File: config.mk
export PLATFORM = sky130hd
export DESIGN_NAME = water_flow_session_monitor_unit
export DESIGN_NICKNAME = d
export VERILOG_FILES = /design/src/design/wfsm_pkg.sv /design/src/design/wfsm_cfg.sv /design/src/design/wfsm_core.sv /design/src/design/water_flow_session_monitor_unit.sv
export SDC_FILE = /design/constraint.sdc
export NUM_CORES = 1
export LEC_CHECK = 0
export ABC_CLOCK_PERIOD_IN_PS = 6300
export BUFFER_PORTS_ARGS = -buffer_cell sky130_fd_sc_hd__buf_4
export CAP_MARGIN = 20
export CORE_MARGIN = 3
export CORE_UTILIZATION = 30
export CTS_CLUSTER_DIAMETER = 120
export CTS_CLUSTER_SIZE = 20
export DETAILED_ROUTE_END_ITERATION = 8
export GPL_TIMING_DRIVEN = 0
export SLEW_MARGIN = 20
export SYNTH_ARGS = -nofsm -noshare
export SYNTH_HDL_FRONTEND = slang
export SYNTH_SLANG_ARGS = --single-unit
File: constraint.sdc
create_clock -name i_clk -period 6.3 [get_ports i_clk]
set_input_delay 0.315 -clock i_clk [delete_from_list [all_inputs] [get_ports i_clk]]
set_output_delay 0.315 -clock i_clk [all_outputs]
set_load 0.02 [all_outputs]
File: src/design/wfsm_pkg.sv
`default_nettype none

package wfsm_pkg;

    localparam int unsigned PULSE_W = 15;
    localparam int unsigned TIME_W  = 32;
    localparam int unsigned CFG_W   = 16;
    localparam int unsigned IDX_W   = 2;

    // register indexes of the configuration port
    localparam logic [IDX_W-1:0] CFG_CUTOFF_LIMIT = 2'd0;
    localparam logic [IDX_W-1:0] CFG_REPORT_MIN_P = 2'd1;
    localparam logic [IDX_W-1:0] CFG_REPORT_MIN_S = 2'd2;

    localparam logic [CFG_W-1:0] CUTOFF_RESET = 16'd600;
    localparam logic [CFG_W-1:0] MIN_P_RESET  = 16'd10;
    localparam logic [CFG_W-1:0] MIN_S_RESET  = 16'd3;

    localparam logic [TIME_W-1:0] TOTAL_MAX = 32'hFFFF_FFFF;

    typedef struct packed {
        logic [CFG_W-1:0] cutoff_limit_seconds;
        logic [CFG_W-1:0] report_min_pulses;
        logic [CFG_W-1:0] report_min_seconds;
    } t_cfg;

    typedef struct packed {
        logic              valve_close_cmd;
        logic              flow_running;
        logic              flow_started;
        logic              flow_stopped;
        logic              report_valid;
        logic [TIME_W-1:0] session_pulses;
        logic [TIME_W-1:0] session_start;
        logic [TIME_W-1:0] session_stop;
    } t_result;

endpackage

`default_nettype wire

File: src/design/wfsm_cfg.sv
`default_nettype none

module wfsm_cfg (
    input  wire                            i_clk,
    input  wire                            i_rst_n,
    input  wire                            i_cfg_valid,
    input  wire  [wfsm_pkg::IDX_W-1:0]     i_cfg_index,
    input  wire  [wfsm_pkg::CFG_W-1:0]     i_cfg_data,
    output wfsm_pkg::t_cfg                 o_cfg
);
    import wfsm_pkg::*;

    t_cfg r_cfg;
    t_cfg n_cfg;

    always_comb begin
        n_cfg = r_cfg;
        if (i_cfg_valid) begin
            unique case (i_cfg_index)
                CFG_CUTOFF_LIMIT: n_cfg.cutoff_limit_seconds = i_cfg_data;
                CFG_REPORT_MIN_P: n_cfg.report_min_pulses    = i_cfg_data;
                CFG_REPORT_MIN_S: n_cfg.report_min_seconds   = i_cfg_data;
                default:          n_cfg = r_cfg;
            endcase
        end
    end

    always_ff @(posedge i_clk) begin
        if (!i_rst_n) begin
            r_cfg.cutoff_limit_seconds <= CUTOFF_RESET;
            r_cfg.report_min_pulses    <= MIN_P_RESET;
            r_cfg.report_min_seconds   <= MIN_S_RESET;
        end else begin
            r_cfg <= n_cfg;
        end
    end

    assign o_cfg = r_cfg;

endmodule

`default_nettype wire

File: src/design/wfsm_core.sv
`default_nettype none

module wfsm_core (
    input  wire                             i_clk,
    input  wire                             i_rst_n,
    input  wire                             i_advance,
    input  wire  [wfsm_pkg::PULSE_W-1:0]    i_pulse_count,
    input  wire  [wfsm_pkg::TIME_W-1:0]     i_now_seconds,
    input  wire  wfsm_pkg::t_cfg            i_cfg,
    output wfsm_pkg::t_result               o_result
);
    import wfsm_pkg::*;

    logic               r_running;
    logic [PULSE_W-1:0] r_prev;
    logic [TIME_W-1:0]  r_total;
    logic [TIME_W-1:0]  r_start;
    logic               n_running;
    logic [PULSE_W-1:0] n_prev;
    logic [TIME_W-1:0]  n_total;
    logic [TIME_W-1:0]  n_start;

    logic               changed;
    logic [PULSE_W-1:0] delta;
    logic [TIME_W:0]    sum;
    logic [TIME_W:0]    elapsed;
    t_result            res;

    assign changed = (i_pulse_count != r_prev);
    assign delta   = (i_pulse_count > r_prev) ? (i_pulse_count - r_prev)
                                              : (r_prev - i_pulse_count);
    assign sum     = {1'b0, r_total} + {{(TIME_W + 1 - PULSE_W){1'b0}}, delta};
    // sign bit set means the clock ran backwards
    assign elapsed = {1'b0, i_now_seconds} - {1'b0, r_start};

    always_comb begin
        n_running = r_running;
        n_prev    = r_prev;
        n_total   = r_total;
        n_start   = r_start;
        res       = '0;

        res.valve_close_cmd = r_running && !elapsed[TIME_W] &&
            (elapsed[TIME_W-1:0] >
             {{(TIME_W - CFG_W){1'b0}}, i_cfg.cutoff_limit_seconds});

        if (changed) begin
            n_total   = sum[TIME_W] ? TOTAL_MAX : sum[TIME_W-1:0];
            n_prev    = i_pulse_count;
            n_running = 1'b1;
            if (!r_running) begin
                res.flow_started = 1'b1;
                n_start          = i_now_seconds;
            end
        end else if (r_running) begin
            n_running          = 1'b0;
            res.flow_stopped   = 1'b1;
            res.session_pulses = r_total;
            res.session_start  = r_start;
            res.session_stop   = i_now_seconds;
            res.report_valid   =
                (r_total > {{(TIME_W - CFG_W){1'b0}}, i_cfg.report_min_pulses}) &&
                !elapsed[TIME_W] &&
                (elapsed[TIME_W-1:0] >
                 {{(TIME_W - CFG_W){1'b0}}, i_cfg.report_min_seconds});
            n_total = '0;
            n_start = '0;
        end
        res.flow_running = n_running;
    end

    always_ff @(posedge i_clk) begin
        if (!i_rst_n) begin
            r_running <= 1'b0;
            r_prev    <= '0;
            r_total   <= '0;
            r_start   <= '0;
        end else if (i_advance) begin
            r_running <= n_running;
            r_prev    <= n_prev;
            r_total   <= n_total;
            r_start   <= n_start;
        end
    end

    assign o_result = res;

endmodule

`default_nettype wire

File: src/design/water_flow_session_monitor_unit.sv
// throughput: one transaction per cycle while the receiver keeps i_out_ready high, set by the session state update
// an input register and a result register decouple the two channels
// reset (synchronous, active low) clears session state and pipeline valids
// and loads the configuration registers with their defaults
`default_nettype none

module water_flow_session_monitor_unit (
    input  wire                             i_clk,
    input  wire                             i_rst_n,
    input  wire                             i_cfg_valid,
    output logic                            o_cfg_ready,
    input  wire  [wfsm_pkg::IDX_W-1:0]      i_cfg_index,
    input  wire  [wfsm_pkg::CFG_W-1:0]      i_cfg_data,
    input  wire                             i_in_valid,
    output logic                            o_in_ready,
    input  wire  [wfsm_pkg::PULSE_W-1:0]    i_pulse_count,
    input  wire  [wfsm_pkg::TIME_W-1:0]     i_now_seconds,
    output logic                            o_out_valid,
    input  wire                             i_out_ready,
    output logic                            o_valve_close_cmd,
    output logic                            o_flow_running,
    output logic                            o_flow_started,
    output logic                            o_flow_stopped,
    output logic                            o_report_valid,
    output logic [wfsm_pkg::TIME_W-1:0]     o_session_pulses,
    output logic [wfsm_pkg::TIME_W-1:0]     o_session_start,
    output logic [wfsm_pkg::TIME_W-1:0]     o_session_stop
);
    import wfsm_pkg::*;

    logic               r_in_valid;
    logic [PULSE_W-1:0] r_in_count;
    logic [TIME_W-1:0]  r_in_now;
    logic               r_out_valid;
    t_result            r_out;

    logic    advance;
    logic    in_take;
    t_cfg    cfg;
    t_result core_res;

    assign o_cfg_ready = 1'b1;
    assign advance     = r_in_valid && (!r_out_valid || i_out_ready);
    assign o_in_ready  = !r_in_valid || advance;
    assign in_take     = i_in_valid && o_in_ready;

    wfsm_cfg u_cfg (
        .i_clk       (i_clk),
        .i_rst_n     (i_rst_n),
        .i_cfg_valid (i_cfg_valid),
        .i_cfg_index (i_cfg_index),
        .i_cfg_data  (i_cfg_data),
        .o_cfg       (cfg)
    );

    wfsm_core u_core (
        .i_clk         (i_clk),
        .i_rst_n       (i_rst_n),
        .i_advance     (advance),
        .i_pulse_count (r_in_count),
        .i_now_seconds (r_in_now),
        .i_cfg         (cfg),
        .o_result      (core_res)
    );

    always_ff @(posedge i_clk) begin
        if (!i_rst_n) begin
            r_in_valid  <= 1'b0;
            r_out_valid <= 1'b0;
        end else begin
            if (in_take) begin
                r_in_valid <= 1'b1;
            end else if (advance) begin
                r_in_valid <= 1'b0;
            end
            if (advance) begin
                r_out_valid <= 1'b1;
            end else if (i_out_ready) begin
                r_out_valid <= 1'b0;
            end
        end
    end

    always_ff @(posedge i_clk) begin
        if (in_take) begin
            r_in_count <= i_pulse_count;
            r_in_now   <= i_now_seconds;
        end
        if (advance) begin
            r_out <= core_res;
        end
    end

    assign o_out_valid       = r_out_valid;
    assign o_valve_close_cmd = r_out.valve_close_cmd;
    assign o_flow_running    = r_out.flow_running;
    assign o_flow_started    = r_out.flow_started;
    assign o_flow_stopped    = r_out.flow_stopped;
    assign o_report_valid    = r_out.report_valid;
    assign o_session_pulses  = r_out.session_pulses;
    assign o_session_start   = r_out.session_start;
    assign o_session_stop    = r_out.session_stop;

endmodule

`default_nettype wire

[After elaboration in Yosys (flattened, before gate mapping)]
Index checks and enable logic that the tools add are counted.
Word-level totals
  RAM bits: 0
  latch bits: 0
  flip-flop bits (word level): 278
  input port bits: 70
  memories kept: 0
  memory bits (read-only): 0
  output and inout port bits: 104
Operators by class
  $lt $le $gt $ge: 4
  equal/unequal tests: 4
  multiplexer cells: 13
  divide/modulo/power cells: 0
  multipliers: 0
  add/sub/neg operators: 4
  reductions and logical operators: 22
  shifts and indexed selects: 0
  bitwise operators: 1
Operator list (count)
  32-bit 2-to-1 mux: 5
  98-bit 2-to-1 mux: 1
  32-bit by 16-bit > comparator with 1-bit output: 3
  32-bit by 15-bit adder with 33-bit output: 1
  32-bit by 32-bit subtractor with 33-bit output: 1
  15-bit subtractor: 2
  15-bit > comparator: 1
  15-bit 2-to-1 mux: 1
  15-bit != test: 1
  2-bit AND reduction: 5
  1-bit logical AND: 6
  1-bit 2-to-1 mux: 6
  2-bit nonzero test: 3
  1-bit zero test: 3
  3-bit AND reduction: 1
  2-bit by 1-bit == test with 1-bit output (second input constant): 1
  2-bit == test (second input constant): 1
  2-bit zero test: 1
  1-bit logical OR: 2
  2-bit != test (second input constant): 1
  2-bit OR reduction: 1
  1-bit NOT: 1

[Logic depth before layout (Yosys ltp)]
  word-level depth: 6
  gate-level depth with buffers: 24
  depth with buffers taken out: 21

[By module]
A second synthesis with hierarchy kept.
Unflattened totals
  cell total of the unflattened synthesis: 1673
  area, all modules: 15972.8 um2
By module, submodules not included
  wfsm_core: cells each 1332, area an instance 9517.9 um2, seq. area each 1601.5 um2, times used 1
  water_flow_session_monitor_unit: cells each 159, area an instance 4559.4 um2, seq. area each 4484.3 um2, times used 1
  wfsm_cfg: cells each 182, area an instance 1895.6 um2, seq. area each 960.9 um2, times used 1

[Least setup slack after synthesis]
Ideal clock, no wire load.
  path kind: register to register
  start point: reg r_out_valid, in the netlist o_out_valid
  end point: reg u_core.r_total[30]
  library setup time: 0.070 ns
  setup slack: 1.213 ns
  cell stages (with the launch flop): 11
  data arrival time: 5.017 ns
  data required time: 6.230 ns
  cell sequence: dfxtp_1 nor2b_1 nor2b_1 clkbuf_1 nor2b_1 clkbuf_1 nand2b_1 nor2_1 clkbuf_1 o31ai_1 a21oi_1
On the way
  cells in the longest elaborated chain, start to end: 4
RTL lines
  from (decl): RTL line water_flow_session_monitor_unit.sv:34  | logic r_out_valid;
  from (signal assigned): RTL line water_flow_session_monitor_unit.sv:69  | r_out_valid <= 1'b0;
  from (signal assigned): RTL line water_flow_session_monitor_unit.sv:77  | r_out_valid <= 1'b1;
  from (signal assigned): RTL line water_flow_session_monitor_unit.sv:79  | r_out_valid <= 1'b0;
  1-bit zero test: RTL line water_flow_session_monitor_unit.sv:43  | assign advance = r_in_valid && (!r_out_valid || i_out_ready);
  1-bit logical OR: RTL line water_flow_session_monitor_unit.sv:43
  1-bit logical AND: RTL line water_flow_session_monitor_unit.sv:43
  via advance: RTL line water_flow_session_monitor_unit.sv:37  | logic advance;
  2-bit AND reduction (no source line)
  to (signal assigned): RTL line wfsm_core.sv:81  | r_total <= n_total;
  to (decl): RTL line wfsm_core.sv:16  | logic [TIME_W-1:0] r_total;
The timed path passes the listed nets, and every way through them passes these cells.
A chain may end at the register's enable or synchronous reset.

[Final worst setup path]
  start point: reg r_in_count[2]
  end point: reg u_core.r_total[1]
On the way
  cells in the longest elaborated chain, start to end: 5
  elaborated cells between the ends (all ways): 10
  those cells by class: add/sub (3); order compare (1); eq/ne (1); mux (3); reduce/logical (2)
RTL lines
  from (decl): RTL line water_flow_session_monitor_unit.sv:32  | logic [PULSE_W-1:0] r_in_count;
  from (signal assigned): RTL line water_flow_session_monitor_unit.sv:86  | r_in_count <= i_pulse_count;
  15-bit subtractor (tied with other cells): RTL line wfsm_core.sv:31  | : (r_prev - i_pulse_count);
  15-bit 2-to-1 mux: RTL line wfsm_core.sv:30  | assign delta = (i_pulse_count > r_prev) ? (i_pulse_count - r_prev)
  32-bit by 15-bit adder with 33-bit output: RTL line wfsm_core.sv:32  | assign sum = {1'b0, r_total} + {{(TIME_W + 1 - PULSE_W){1'b0}}, delta};
  32-bit 2-to-1 mux: RTL line wfsm_core.sv:48  | n_total = sum[TIME_W] ? TOTAL_MAX : sum[TIME_W-1:0];
  32-bit 2-to-1 mux: RTL line wfsm_core.sv:47  | if (changed) begin
Several ways; a longest one is shown, not always the timed one.

==> out/metrics.cfg <==
[global_route]
grt_first_pass_wirelength_mm = 71.0
grt.total_usage = 0.165
antenna_found_initial = 1
grt-ovfl-total = 0
grt_start_max_net_pins = 51
first_global_vias = 12700

[floorplan]
die_h_um = 233
die-area_sq_um = 54300
rows = 82
ioPinCount = 174
core_area_sq_um = 50600
die_w_um = 233
start_util = 0.306

[cells_and_area]
multi_input_area_sq_um = 7620
regArea_sq_um = 7050
drive_gt1_frac = 0.122
final_cell_mix = nand2_1, a21oi_1, buf_4, edfxtp_1, inv_1
fillCellCount = 5116
area_growth_syn_to_layout_pct = 20.7
stdcell_count = 2611
final_nets = 2127
final_common_cell = nand2_1

[placed_design]
dp.cells = 2530
portBuffers = 172
place_congestion = 0.852
dp_hpwl_mm = 35.1

[critical_path]
cp-startpoint = r_in_count[2]
worstReg2RegEnd = u_core.r_total[1]
r2r_slack_ns = 0.40
criticalPathCategory = reg2reg
cp-start-kind = register
reg2reg_from = r_in_count[2]
cp-endpoint = u_core.r_total[1]
critPathMaxFanout = 10
cp.arrival_ns = 6.36
crit_required_ns = 6.76
cp-end-kind = register
rr_worst_depth = 24

[detailed_routing]
vias = 12900
drc = 0
initialDrtViolationCount = 704
ant_nets = 0
viasPerCell = 4.93
routed_wl_mm = 45.4
wl_per_cell_um = 17.4
firstDrtPassIters = 5

[synth]
synth-xor-area-share = 0.0221
synth_top_family_by_area = compound AO/OA/AOI/OAI gates
synth-simple-area-share = 0.177
ys_seq_area_frac = 0.455
yosys.area_share.adder = 0.107
synth_warnings = 0
synth.mux.area_fraction = 0.00849
ys_ff_latch = 278
ys_async_sr_fraction = 0
syn_area_per_cell_sq_um = 9.19
syn_area_sq_um = 15500
synth_ff_type = edfxtp_1
synth-edff-count = 148
synth_compound_area_frac = 0.177
synth_cells = 1683
synth.net_count = 1883
ys_types = 79

[clock_network]
clockBufferDepth = 3
cts_root_buf = clkbuf_16
cts_buffers = 17
clk_pin_slew_ns = 0.10
htree_levels = 1
cts_sinks = 278
cts_tree = done
clk_latency_ns = 0.52

[power_and_ir_drop]
power_density_nw_per_um2 = 227
power.leakage_nw = 7.20
max-vdd-ir-drop_v = 0.000161

[timing]
hold-worst-slack_ns = 0.0400
hold_viol = 0
fin_crit_sh = 0.936
skew_ns = 0.0219
fin_setup_tns_ns = 0
layout_min_cycle_time_ns = 5.90
fmax_mhz = 170
tightest_slew_ns = 0.924
slew_headroom = 0.384
slew_violations = 0
rsz0062_at_grt = no
finalSetupViolCount = 0

[outcome]
status = complete, no violations

[min_path]
hp-class = in2reg

[run]
drv_cap = 0

critical path, stage by stage, from the launching register on:
cell,delay (ns)
edfxtp_1,0.39
inv_1,0.05
ha_1,0.26
buf_2,0.19
o21ai_0,0.11
a21oi_1,0.26
o211ai_1,0.16
a31oi_1,0.25
a21o_1,0.16
a21oi_1,0.11
o22ai_4,0.37
buf_2,0.35
nor2_1,0.10
a21o_1,0.18
fa_1,0.43
nor2b_1,0.11
o21ai_0,0.09
a21oi_1,0.37
o21ai_0,0.22
a21oi_1,0.30
o2111ai_1,0.29
a2111oi_4,0.52
buf_4,0.27
o21ai_0,0.11
a21oi_1,0.16
synthesized netlist by cell type, drive strengths merged (8+ instances only):
| library cell | number | area (sq um) |
|---|---|---|
| a211oi | 8 | 60.1 |
| a21o | 43 | 323 |
| a21oi | 192 | 965 |
| a31oi | 14 | 87.6 |
| and2 | 64 | 400 |
| and3 | 9 | 61.3 |
| buf | 12 | 62.6 |
| clkbuf | 64 | 240 |
| dfxtp | 130 | 2600 |
| edfxtp | 148 | 4440 |
| ha | 126 | 1580 |
| inv | 138 | 518 |
| mux2i | 12 | 120 |
| nand2 | 220 | 826 |
| nand2b | 16 | 100 |
| nand3 | 44 | 220 |
| nand4 | 32 | 200 |
| nor2 | 109 | 409 |
| nor2b | 12 | 75.1 |
| nor3 | 22 | 110 |
| nor4 | 15 | 100 |
| o211ai | 13 | 97.6 |
| o21a | 19 | 143 |
| o21ai | 70 | 350 |
| or2 | 9 | 56.3 |
| xnor2 | 27 | 236 |
| xor2 | 12 | 105 |
repair_timing:
action | in CTS | in global routing
endpoints found under the hold margin | 48 | 0
setup endpoints to repair | 0 | 12
setup buffers | 0 | 2
hold buffers | 48 | 0
resized for setup | 0 | 1
flip-flops by register name (all words and copies together) (netlist names):
signal,flops
o_session_pulses,32
u_core.r_total,32
o_session_stop,32
r_in_count,15
u_core.r_running,1
o_out_valid,1
o_flow_running,1
o_session_start,32
u_core.r_start,32
r_in_now,32
o_report_valid,1
r_in_valid,1
o_flow_stopped,1
u_core.r_prev,15
o_flow_started,1
u_cfg.o_cfg,48
o_valve_close_cmd,1
area by class of cell:
class / instances / share of cell area
clock buffers: 28 / 0.0255
multi-input cells: 1191 / 0.408
inverters: 138 / 0.0277
well taps: 672 / 0.0450
diodes: 3 / 0.000402
flip-flops and latches: 278 / 0.377
plain buffers: 76 / 0.0164
repair buffers: 225 / 0.0993
worst min-delay path by stage:
stage	from	end	slack, ns	cells after the start
3_5_place_dp	u_core.r_start[1]	u_core.r_start[1]	0.44	2
4_1_cts	i_cfg_data[0]	u_cfg.o_cfg[0]	0.009	3
2_1_floorplan	i_pulse_count[0]	r_in_count[0]	0.41	0
3_3_place_gp	u_core.r_start[23]	u_core.r_start[23]	0.44	2
5_1_grt	i_cfg_data[0]	u_cfg.o_cfg[0]	0.03	3
6_report	i_cfg_data[0]	u_cfg.o_cfg[0]	0.04	3
logic make-up after synthesis:
kind of cell	Yosys count
buffers and inverters	214
other	1
flip-flops	278
AND/OR/NAND/NOR	574
multiplexers	13
adder cells (fa/ha/maj)	130
XOR/XNOR	39
AO/OA/AOI/OAI	434
through the flow:
step | util | power, mW | setup slack [ns] | area, sq um
finish | 0.369 | 4.25 | 0.404 | 18700
global route | 0.369 | 4.50 | 0.0317 | 18700
CTS | 0.368 | 4.30 | 0.139 | 18600
detailed placement | 0.350 | 3.12 | 0.164 | 17700
global placement | 0.348 | 3.10 | -1.52 | 17600
floorplan | - | 2.79 | 1.21 | 15500
power breakdown:
| part | leakage, nW | switching (mW) | internal (mW) |
|---|---|---|---|
| combinational | 4.52 | 0.612 | 0.438 |
| sequential | 2.45 | 0.0643 | 1.99 |
| clock | 0.229 | 0.620 | 0.521 |
layer usage:
metal / vias to the layer above / GRT usage / share of wire
met3: 41 / 0.0259 / 0.053
met5: - / 0 / 0
met4: 0 / 0.0408 / 0.022
met2: 262 / 0.264 / 0.45
li1: 6429 / - / -
met1: 6145 / 0.233 / 0.48
Power figures use the tool's default switching activity.
